## src/sv/aac_pkg.sv

```systemverilog
// Shared types and constants of the axis anti-jitter and calibration block.
// No dependencies.
`timescale 1ns / 1ps
`default_nettype none

package aac_pkg;

	localparam int SAMPLE_BITS_DEF = 16;
	localparam int STRENGTH_BITS   = 8;
	localparam int APB_DATA_BITS   = 32;
	localparam int APB_ADDR_BITS   = 5;
	localparam int REG_IDX_BITS    = 3;

	typedef enum logic [REG_IDX_BITS-1:0] {
		REG_JITTER_ENABLE    = 3'd0,
		REG_JITTER_MARGIN    = 3'd1,
		REG_JITTER_STRENGTH  = 3'd2,
		REG_CALIBRATE_ENABLE = 3'd3,
		REG_LEFT_LIMIT       = 3'd4,
		REG_CENTER_POSITION  = 3'd5,
		REG_RIGHT_LIMIT      = 3'd6,
		REG_NULL_HALF_WIDTH  = 3'd7
	} reg_idx_t;

	typedef enum logic [2:0] {
		ST_IDLE,
		ST_CLASS,
		ST_MUL,
		ST_LOAD,
		ST_DIV,
		ST_DONE
	} ctrl_state_t;

	typedef struct packed {
		logic load_in;
		logic classify;
		logic multiply;
		logic div_init;
		logic div_step;
		logic load_out;
	} aac_cmd_t;

	typedef struct packed {
		logic use_div;
		logic div_last;
	} aac_sts_t;

endpackage

`default_nettype wire

```

## src/sv/axis_antijitter_calibrate.sv

```systemverilog
// Channel      Handshake              Payload            Width
// raw          raw_valid/raw_ready    raw_sample         SAMPLE_BITS
// cal          cal_valid/cal_ready    calibrated_sample  SAMPLE_BITS
// cfg (APB)    psel/penable/pready    paddr, pwdata      5 / 32
//
// A sample that needs scaling goes through classify, multiply, divider load and the
// radix-4 serial divider from transfer to result. Samples that land in the null zone,
// clip, or bypass calibration skip the multiply and divide steps.
// One sample is in flight at a time; the next is taken while a result waits.
// Reset is asynchronous: held position and repeat count clear, registers return to defaults.
// Top level; depends on aac_pkg, aac_regs, aac_ctrl, aac_dp.
`timescale 1ns / 1ps
`default_nettype none

module axis_antijitter_calibrate
	import aac_pkg::*;
#(
	parameter int SAMPLE_BITS = SAMPLE_BITS_DEF
) (
	input  wire logic                     clk,
	input  wire logic                     arst_n,
	input  wire logic                     raw_valid,
	output logic                          raw_ready,
	input  wire logic [SAMPLE_BITS-1:0]   raw_sample,
	output logic                          cal_valid,
	input  wire logic                     cal_ready,
	output logic      [SAMPLE_BITS-1:0]   calibrated_sample,
	input  wire logic                     psel,
	input  wire logic                     penable,
	input  wire logic                     pwrite,
	input  wire logic [APB_ADDR_BITS-1:0] paddr,
	input  wire logic [APB_DATA_BITS-1:0] pwdata,
	output logic      [APB_DATA_BITS-1:0] prdata,
	output logic                          pready
);

	logic                     jit_en;
	logic [SAMPLE_BITS-1:0]   jit_margin;
	logic [STRENGTH_BITS-1:0] jit_strength;
	logic                     cal_en;
	logic [SAMPLE_BITS-1:0]   left;
	logic [SAMPLE_BITS-1:0]   center;
	logic [SAMPLE_BITS-1:0]   right;
	logic [SAMPLE_BITS-1:0]   null_hw;
	aac_cmd_t                 cmd;
	aac_sts_t                 sts;

	aac_regs #(
		.SAMPLE_BITS(SAMPLE_BITS)
	) u_regs (
		.clk              (clk),
		.arst_n           (arst_n),
		.psel             (psel),
		.penable          (penable),
		.pwrite           (pwrite),
		.paddr            (paddr),
		.pwdata           (pwdata),
		.prdata           (prdata),
		.pready           (pready),
		.jitter_enable    (jit_en),
		.jitter_margin    (jit_margin),
		.jitter_strength  (jit_strength),
		.calibrate_enable (cal_en),
		.left_limit       (left),
		.center_position  (center),
		.right_limit      (right),
		.null_half_width  (null_hw)
	);

	aac_ctrl u_ctrl (
		.clk       (clk),
		.arst_n    (arst_n),
		.raw_valid (raw_valid),
		.raw_ready (raw_ready),
		.cal_valid (cal_valid),
		.cal_ready (cal_ready),
		.cmd       (cmd),
		.sts       (sts)
	);

	aac_dp #(
		.SAMPLE_BITS(SAMPLE_BITS)
	) u_dp (
		.clk               (clk),
		.arst_n            (arst_n),
		.cmd               (cmd),
		.sts               (sts),
		.raw_sample        (raw_sample),
		.jitter_enable     (jit_en),
		.jitter_margin     (jit_margin),
		.jitter_strength   (jit_strength),
		.calibrate_enable  (cal_en),
		.left_limit        (left),
		.center_position   (center),
		.right_limit       (right),
		.null_half_width   (null_hw),
		.calibrated_sample (calibrated_sample)
	);

endmodule

`default_nettype wire

```

## src/sv/aac_regs.sv

```systemverilog
// APB configuration register file of the axis conditioner.
// Depends on aac_pkg.
`timescale 1ns / 1ps
`default_nettype none

module aac_regs
	import aac_pkg::*;
#(
	parameter int SAMPLE_BITS = SAMPLE_BITS_DEF
) (
	input  wire logic                     clk,
	input  wire logic                     arst_n,
	input  wire logic                     psel,
	input  wire logic                     penable,
	input  wire logic                     pwrite,
	input  wire logic [APB_ADDR_BITS-1:0] paddr,
	input  wire logic [APB_DATA_BITS-1:0] pwdata,
	output logic      [APB_DATA_BITS-1:0] prdata,
	output logic                          pready,
	output logic                          jitter_enable,
	output logic      [SAMPLE_BITS-1:0]   jitter_margin,
	output logic      [STRENGTH_BITS-1:0] jitter_strength,
	output logic                          calibrate_enable,
	output logic      [SAMPLE_BITS-1:0]   left_limit,
	output logic      [SAMPLE_BITS-1:0]   center_position,
	output logic      [SAMPLE_BITS-1:0]   right_limit,
	output logic      [SAMPLE_BITS-1:0]   null_half_width
);

	localparam logic [SAMPLE_BITS-1:0] CENTER_RST = SAMPLE_BITS'(1) << (SAMPLE_BITS - 1);
	localparam logic [SAMPLE_BITS-1:0] RIGHT_RST  = '1;

	logic                     jit_en_q;
	logic [SAMPLE_BITS-1:0]   jit_margin_q;
	logic [STRENGTH_BITS-1:0] jit_strength_q;
	logic                     cal_en_q;
	logic [SAMPLE_BITS-1:0]   left_q;
	logic [SAMPLE_BITS-1:0]   center_q;
	logic [SAMPLE_BITS-1:0]   right_q;
	logic [SAMPLE_BITS-1:0]   null_q;
	reg_idx_t                 idx;
	logic                     wr_en;

	assign idx    = reg_idx_t'(paddr[APB_ADDR_BITS-1:2]);
	assign wr_en  = psel && penable && pwrite;
	assign pready = 1'b1;

	always_ff @(posedge clk or negedge arst_n) begin
		if (!arst_n) begin
			jit_en_q       <= 1'b0;
			jit_margin_q   <= '0;
			jit_strength_q <= '0;
			cal_en_q       <= 1'b0;
			left_q         <= '0;
			center_q       <= CENTER_RST;
			right_q        <= RIGHT_RST;
			null_q         <= '0;
		end else if (wr_en) begin
			unique case (idx)
				REG_JITTER_ENABLE:    jit_en_q       <= pwdata[0];
				REG_JITTER_MARGIN:    jit_margin_q   <= pwdata[SAMPLE_BITS-1:0];
				REG_JITTER_STRENGTH:  jit_strength_q <= pwdata[STRENGTH_BITS-1:0];
				REG_CALIBRATE_ENABLE: cal_en_q       <= pwdata[0];
				REG_LEFT_LIMIT:       left_q         <= pwdata[SAMPLE_BITS-1:0];
				REG_CENTER_POSITION:  center_q       <= pwdata[SAMPLE_BITS-1:0];
				REG_RIGHT_LIMIT:      right_q        <= pwdata[SAMPLE_BITS-1:0];
				REG_NULL_HALF_WIDTH:  null_q         <= pwdata[SAMPLE_BITS-1:0];
			endcase
		end
	end

	always_comb begin
		unique case (idx)
			REG_JITTER_ENABLE:    prdata = APB_DATA_BITS'(jit_en_q);
			REG_JITTER_MARGIN:    prdata = APB_DATA_BITS'(jit_margin_q);
			REG_JITTER_STRENGTH:  prdata = APB_DATA_BITS'(jit_strength_q);
			REG_CALIBRATE_ENABLE: prdata = APB_DATA_BITS'(cal_en_q);
			REG_LEFT_LIMIT:       prdata = APB_DATA_BITS'(left_q);
			REG_CENTER_POSITION:  prdata = APB_DATA_BITS'(center_q);
			REG_RIGHT_LIMIT:      prdata = APB_DATA_BITS'(right_q);
			REG_NULL_HALF_WIDTH:  prdata = APB_DATA_BITS'(null_q);
		endcase
	end

	assign jitter_enable    = jit_en_q;
	assign jitter_margin    = jit_margin_q;
	assign jitter_strength  = jit_strength_q;
	assign calibrate_enable = cal_en_q;
	assign left_limit       = left_q;
	assign center_position  = center_q;
	assign right_limit      = right_q;
	assign null_half_width  = null_q;

endmodule

`default_nettype wire

```

## src/sv/aac_ctrl.sv

```systemverilog
// Sequencing state machine of the axis conditioner: input transfer,
// classify, multiply, serial divide, result transfer. Depends on aac_pkg.
`timescale 1ns / 1ps
`default_nettype none

module aac_ctrl
	import aac_pkg::*;
(
	input  wire logic     clk,
	input  wire logic     arst_n,
	input  wire logic     raw_valid,
	output logic          raw_ready,
	output logic          cal_valid,
	input  wire logic     cal_ready,
	output aac_cmd_t      cmd,
	input  wire aac_sts_t sts
);

	ctrl_state_t state_q;
	ctrl_state_t state_nxt;
	logic        out_valid_q;

	always_ff @(posedge clk or negedge arst_n) begin
		if (!arst_n) begin
			state_q     <= ST_IDLE;
			out_valid_q <= 1'b0;
		end else begin
			state_q <= state_nxt;
			if (cmd.load_out) begin
				out_valid_q <= 1'b1;
			end else if (cal_ready) begin
				out_valid_q <= 1'b0;
			end
		end
	end

	always_comb begin
		state_nxt = state_q;
		cmd       = '0;
		raw_ready = 1'b0;
		unique case (state_q)
			ST_IDLE: begin
				raw_ready = 1'b1;
				if (raw_valid) begin
					cmd.load_in = 1'b1;
					state_nxt   = ST_CLASS;
				end
			end
			ST_CLASS: begin
				cmd.classify = 1'b1;
				state_nxt    = sts.use_div ? ST_MUL : ST_DONE;
			end
			ST_MUL: begin
				cmd.multiply = 1'b1;
				state_nxt    = ST_LOAD;
			end
			ST_LOAD: begin
				cmd.div_init = 1'b1;
				state_nxt    = ST_DIV;
			end
			ST_DIV: begin
				cmd.div_step = 1'b1;
				if (sts.div_last) begin
					state_nxt = ST_DONE;
				end
			end
			ST_DONE: begin
				if (!out_valid_q || cal_ready) begin
					cmd.load_out = 1'b1;
					state_nxt    = ST_IDLE;
				end
			end
			default: state_nxt = ST_IDLE;
		endcase
	end

	assign cal_valid = out_valid_q;

endmodule

`default_nettype wire

```

## src/sv/aac_dp.sv

```systemverilog
// Datapath of the axis conditioner: anti-jitter hold, zone classification,
// multiplier, radix-4 restoring divider and output register. Depends on aac_pkg.
`timescale 1ns / 1ps
`default_nettype none

module aac_dp
	import aac_pkg::*;
#(
	parameter int SAMPLE_BITS = SAMPLE_BITS_DEF
) (
	input  wire logic                     clk,
	input  wire logic                     arst_n,
	input  wire aac_cmd_t                 cmd,
	output aac_sts_t                      sts,
	input  wire logic [SAMPLE_BITS-1:0]   raw_sample,
	input  wire logic                     jitter_enable,
	input  wire logic [SAMPLE_BITS-1:0]   jitter_margin,
	input  wire logic [STRENGTH_BITS-1:0] jitter_strength,
	input  wire logic                     calibrate_enable,
	input  wire logic [SAMPLE_BITS-1:0]   left_limit,
	input  wire logic [SAMPLE_BITS-1:0]   center_position,
	input  wire logic [SAMPLE_BITS-1:0]   right_limit,
	input  wire logic [SAMPLE_BITS-1:0]   null_half_width,
	output logic      [SAMPLE_BITS-1:0]   calibrated_sample
);

	localparam int W         = SAMPLE_BITS;
	localparam int DIV_BITS  = 2 * W + 1;
	localparam int DIV_STEPS = (DIV_BITS + 1) / 2;
	localparam int NW        = 2 * DIV_STEPS;
	localparam int CNT_BITS  = $clog2(DIV_STEPS);

	// anti-jitter state
	logic [W-1:0]             held_q;
	logic [STRENGTH_BITS-1:0] rpt_q;
	logic [W-1:0]             filt_q;

	// classification results
	logic         use_div_q;
	logic [W-1:0] val_q;
	logic [W-1:0] p_q;
	logic [W-1:0] m_q;
	logic [W-1:0] d_q;
	logic [W-1:0] off_q;

	// multiplier and divider
	logic [2*W-1:0]      prod_q;
	logic [NW-1:0]       num_q;
	logic [W-1:0]        rem_q;
	logic [CNT_BITS-1:0] cnt_q;
	logic [W-1:0]        out_q;

	// anti-jitter combinational
	logic [W-1:0] hs_diff;
	logic         in_window;
	logic         hold;

	// classify combinational
	logic [W-1:0] fc_diff;
	logic [W-1:0] w1;
	logic [W-1:0] w2;
	logic         cls_div;
	logic [W-1:0] cls_val;
	logic [W-1:0] cls_p;
	logic [W-1:0] cls_m;
	logic [W-1:0] cls_d;
	logic [W-1:0] cls_off;

	// divide step
	logic [W:0]   t1;
	logic [W:0]   r1;
	logic [W:0]   t2;
	logic [W:0]   r2;
	logic         ge1;
	logic         ge2;

	assign hs_diff   = (raw_sample >= held_q) ? raw_sample - held_q : held_q - raw_sample;
	assign in_window = (raw_sample != held_q) && (hs_diff <= jitter_margin);
	assign hold      = jitter_enable && in_window && (rpt_q < jitter_strength);

	always_ff @(posedge clk or negedge arst_n) begin
		if (!arst_n) begin
			held_q <= '0;
			rpt_q  <= '0;
		end else if (cmd.load_in && jitter_enable) begin
			if (hold) begin
				rpt_q <= rpt_q + STRENGTH_BITS'(1);
			end else begin
				rpt_q  <= '0;
				held_q <= raw_sample;
			end
		end
	end

	always_ff @(posedge clk) begin
		if (cmd.load_in) begin
			filt_q <= hold ? held_q : raw_sample;
		end
	end

	assign fc_diff = (filt_q >= center_position) ? filt_q - center_position
		: center_position - filt_q;
	assign w1 = center_position - null_half_width - left_limit;
	assign w2 = right_limit - center_position - null_half_width;

	always_comb begin
		cls_div = 1'b0;
		cls_val = center_position;
		cls_p   = filt_q - left_limit;
		cls_m   = center_position;
		cls_d   = w1;
		cls_off = '0;
		priority if (!calibrate_enable) begin
			cls_val = filt_q;
		end else if (fc_diff <= null_half_width) begin
			cls_val = center_position;
		end else if (filt_q < left_limit) begin
			cls_val = '0;
		end else if (filt_q >= right_limit) begin
			cls_val = right_limit;
		end else if (filt_q < center_position) begin
			cls_div = (w1 != '0);
		end else begin
			cls_div = (w2 != '0);
			cls_p   = filt_q - center_position - null_half_width - W'(1);
			cls_m   = right_limit - center_position;
			cls_d   = w2;
			cls_off = center_position + W'(1);
		end
	end

	always_ff @(posedge clk) begin
		if (cmd.classify) begin
			use_div_q <= cls_div;
			val_q     <= cls_val;
			p_q       <= cls_p;
			m_q       <= cls_m;
			d_q       <= cls_d;
			off_q     <= cls_off;
		end
	end

	always_ff @(posedge clk) begin
		if (cmd.multiply) begin
			prod_q <= p_q * m_q;
		end
	end

	// two restoring steps per cycle
	always_comb begin
		t1  = {rem_q, num_q[NW-1]};
		ge1 = t1 >= {1'b0, d_q};
		r1  = ge1 ? t1 - {1'b0, d_q} : t1;
		t2  = {r1[W-1:0], num_q[NW-2]};
		ge2 = t2 >= {1'b0, d_q};
		r2  = ge2 ? t2 - {1'b0, d_q} : t2;
	end

	always_ff @(posedge clk or negedge arst_n) begin
		if (!arst_n) begin
			cnt_q <= '0;
		end else if (cmd.div_init) begin
			cnt_q <= CNT_BITS'(DIV_STEPS - 1);
		end else if (cmd.div_step) begin
			cnt_q <= cnt_q - CNT_BITS'(1);
		end
	end

	always_ff @(posedge clk) begin
		if (cmd.div_init) begin
			num_q <= NW'(prod_q) + NW'(d_q >> 1);
			rem_q <= '0;
		end else if (cmd.div_step) begin
			num_q <= {num_q[NW-3:0], ge1, ge2};
			rem_q <= r2[W-1:0];
		end
	end

	always_ff @(posedge clk) begin
		if (cmd.load_out) begin
			out_q <= use_div_q ? num_q[W-1:0] + off_q : val_q;
		end
	end

	assign sts.use_div    = cls_div;
	assign sts.div_last   = (cnt_q == '0);
	assign calibrated_sample = out_q;

endmodule

`default_nettype wire

```

## config.mk

```make
export PLATFORM = sky130hd
export DESIGN_NAME = axis_antijitter_calibrate
export DESIGN_NICKNAME = d
export VERILOG_FILES = /design/src/sv/aac_pkg.sv /design/src/sv/axis_antijitter_calibrate.sv /design/src/sv/aac_regs.sv /design/src/sv/aac_ctrl.sv /design/src/sv/aac_dp.sv
export SDC_FILE = /design/constraint.sdc
export NUM_CORES = 2
export LEC_CHECK = 0
export BUFFER_PORTS_ARGS = -buffer_cell sky130_fd_sc_hd__buf_2
export CAP_MARGIN = 10
export CELL_PAD_IN_SITES_DETAIL_PLACEMENT = 1
export CELL_PAD_IN_SITES_GLOBAL_PLACEMENT = 2
export CORE_MARGIN = 2
export CORE_UTILIZATION = 45
export DETAILED_ROUTE_END_ITERATION = 10
export GPL_ROUTABILITY_DRIVEN = 0
export HOLD_SLACK_MARGIN = 0.06
export PLACE_DENSITY = 0.95
export REMOVE_ABC_BUFFERS = 1
export SYNTH_ARGS = -nofsm -noshare
export SYNTH_HDL_FRONTEND = slang
export SYNTH_HIERARCHICAL = 1
export SYNTH_SLANG_ARGS = --single-unit
```

## constraint.sdc

```tcl
create_clock -name clk -period 14.9 [get_ports clk]
set_clock_uncertainty 0.05 [all_clocks]
set_input_delay 1.49 -clock clk [delete_from_list [all_inputs] [get_ports clk]]
set_output_delay 1.49 -clock clk [all_outputs]
set_load 0.005 [all_outputs]
```

==> results.sh <==
export IMPL_yosys_warnings=6
export IMPL_largest_reg_flops=34
export IMPL_reg_top3="u_dp/num_q (34), u_dp/prod_q (32)"
export IMPL_status="completed"
export IMPL_async_flop_share_pct=38.68
export IMPL_worstMarginPinSlew_ns=1.182
export IMPL_fin_area_sq_um=36130
export IMPL_drv_slew=0
export IMPL_setup_viol=0
export IMPL_grt_setup_unrepaired="no"
export IMPL_endpoint="u_dp/d_q[3]"
export IMPL_grt_first_pass_wirelength_um=158400
export IMPL_grt_overflow_total=0
export IMPL_post_cts_buffers=0
export IMPL_cts_resized=0
export IMPL_ys_types=96
export IMPL_n_fill_cell=8439
export IMPL_synth_seq_area_share_pct=26.15
export IMPL_fin_crit_sh_pct=49.07
export IMPL_grt_total_usage_pct=25.92
export IMPL_r2r_end="u_dp/d_q[3]"
export IMPL_area_growth_synth_to_final_pct=7.422
export IMPL_clock_latency_ns=0.57
export IMPL_vias=26330
export IMPL_nets=4207
export IMPL_clkTransAtPathRegs_ns=0.06
export IMPL_maxCapViolCount=0
export IMPL_hold_class="register to register"
export IMPL_start_kind="register"
export IMPL_drt_wl_total_um=99650
export IMPL_ctsLongestPathBuffers=3
export IMPL_grt_pass1_vias=28770
export IMPL_r2r_setup_slack_ns=7.59
export IMPL_crit_path_end_kind="register"
export IMPL_numCtsBuffers=41
export IMPL_final_hold_violation_count=0
export IMPL_setup_worst_path_start="u_regs/center_position[1]"
export IMPL_initial_core_util_pct=45.33
export IMPL_cts_hold_buf=0
export IMPL_synth_edff_count=179
export IMPL_dp_hpwl_um=79760
export IMPL_required_ns=15.15
export IMPL_row_count=100
export IMPL_min_period_ns=7.312
export IMPL_critPathMaxFanout=84
export IMPL_routed_via_density=5.776
export IMPL_slew_headroom_pct=21.12
export IMPL_port_buffers=75
export IMPL_synth_cell_area_sq_um=33630
export IMPL_drive_gt1_share_pct=10.25
export IMPL_final_cell_mix="inv_1 (446), ha_1 (365), nand2_1 (277), fa_1 (221), nor2_1 (198)"
export IMPL_pin_count=111
export IMPL_syn_area_per_cell_sq_um=9.525
export IMPL_fin_tns_setup_ns=0
export IMPL_fmax_mhz=136.8
export IMPL_arrival_ns=7.56
export IMPL_cts_tree="yes"
export IMPL_grt_max_degree=85
export IMPL_diodes=0
export IMPL_die_x_um=277.4
export IMPL_largest_register="u_dp/num_q"
export IMPL_dieArea_sq_um=76950
export IMPL_final_common_cell="inv_1"
export IMPL_synth_cells=3531
export IMPL_synth_ff_type="edfxtp_1"
export IMPL_fp_dieH_um=277.4
export IMPL_cts_root_buf="clkbuf_16"
export IMPL_h_tree_depth=2
export IMPL_first_pass_iters=5
export IMPL_r2r_cells=21
export IMPL_drtAntennaViolNets=0
export IMPL_path_class="register to register"
export IMPL_cts_sinks=318
export IMPL_ys_seq_elements=318
export IMPL_wl_per_cell_um=21.86
export IMPL_r2r_start="u_regs/center_position[1]"
export IMPL_core_area_sq_um=74200
export IMPL_placed_cell_area_sq_um=34800
export IMPL_drc_errors=0
export IMPL_antenna_found_initial=3
export IMPL_dr_first_iter_drc_count=1356
[per-stage QoR]
step                      hold slack, ns  cells  setup slack [ns]  util [%]
after global placement            0.4248   4487             7.425     46.91
final                             0.4452   4559             7.588     48.69
after detailed placement          0.4420   4487             7.285     46.91
after CTS                         0.4506   4559             7.564     48.69
after floorplan                   0.4006   3421             7.568         -
after global routing              0.4757   4559             7.081     48.69
[cell usage after synthesis, types with 23 or more instances]
cell type	number	area (sq um)
a21oi_1	176	880.8
o21bai_1	23	172.7
and2_1	131	819.5
mux2_2	136	1531
nor3_1	66	330.3
o22ai_1	28	175.2
nor2b_1	39	244.0
a211oi_1	33	247.7
o21ai_0	149	745.7
o21a_1	29	217.7
edfxtp_1	179	5375
nor2_1	200	750.7
fa_1	221	4424
nand2_1	277	1040
inv_1	446	1674
ha_1	365	4567
buf_4	33	247.7
mux2i_1	93	930.9
clkbuf_1	68	255.2
nand2b_1	24	150.1
nand4_1	29	181.4
xor2_1	68	595.6
nand3_1	53	265.3
a21o_1	76	570.6
xnor2_1	145	1270
dfrtp_1	106	2653
[worst max-delay path, cell delays in order, from the launching register on]
cell	delay (ns)
dfrtp_1	0.72
inv_1	0.30
fa_1	0.56
a211oi_1	0.37
o21ai_0	0.20
a31oi_1	0.47
o21ai_1	0.17
a21oi_1	0.50
nand2_1	0.10
buf_4	0.26
mux2i_1	0.21
xnor2_1	0.16
ha_1	0.27
o21ai_0	0.16
a21oi_1	0.07
o41ai_1	0.37
o21ai_0	0.27
a211oi_1	0.28
a21oi_1	0.15
nand4bb_4	0.15
buf_4	0.74
mux2_2	0.45
[cell families after synthesis]
group                    synth area share (%)
AND/OR/NAND/NOR                         13.54
AO/OA/AOI/OAI                           13.06
adder cells (fa/ha/maj)                 26.73
buffers and inverters                   6.983
flip-flops                              26.15
multiplexers                            7.901
XOR/XNOR                                5.614
other                                 0.02233
[worst min path at each step]
stage                               from             end  depth (start not counted)
after global routing       u_dp/rem_q[8]   u_dp/rem_q[8]                          2
after global placement     u_dp/rem_q[2]   u_dp/rem_q[2]                          2
final                      u_dp/rem_q[4]   u_dp/rem_q[4]                          2
after detailed placement   u_dp/rem_q[4]   u_dp/rem_q[4]                          2
after CTS                  u_dp/rem_q[4]   u_dp/rem_q[4]                          2
after floorplan           u_dp/rem_q[11]  u_dp/rem_q[11]                          2
[layer usage]
layer  up-vias  track usage, %  routed length (um)
met2       538           47.34               50860
met1     13410           31.62               41770
met4         2           9.058                3376
met5         -               0                  10
met3       183           2.678                3637
li1      12200               -                   -
[layout make-up]
cell class | count | area, sq um | share of cell area (%)
sequential | 318 | 8795 | 24.34
inverter | 447 | 1678 | 4.644
tap | 969 | 1212 | 3.356
timing repair buffer | 97 | 546.8 | 1.513
multi-input combinational | 2656 | 22570 | 62.48
clock inverter | 14 | 175.2 | 0.4848
clock buffer | 58 | 1150 | 3.183
Power is not shown: default switching activity piles up to over one toggle a cycle in this logic, so the estimate is an artifact.
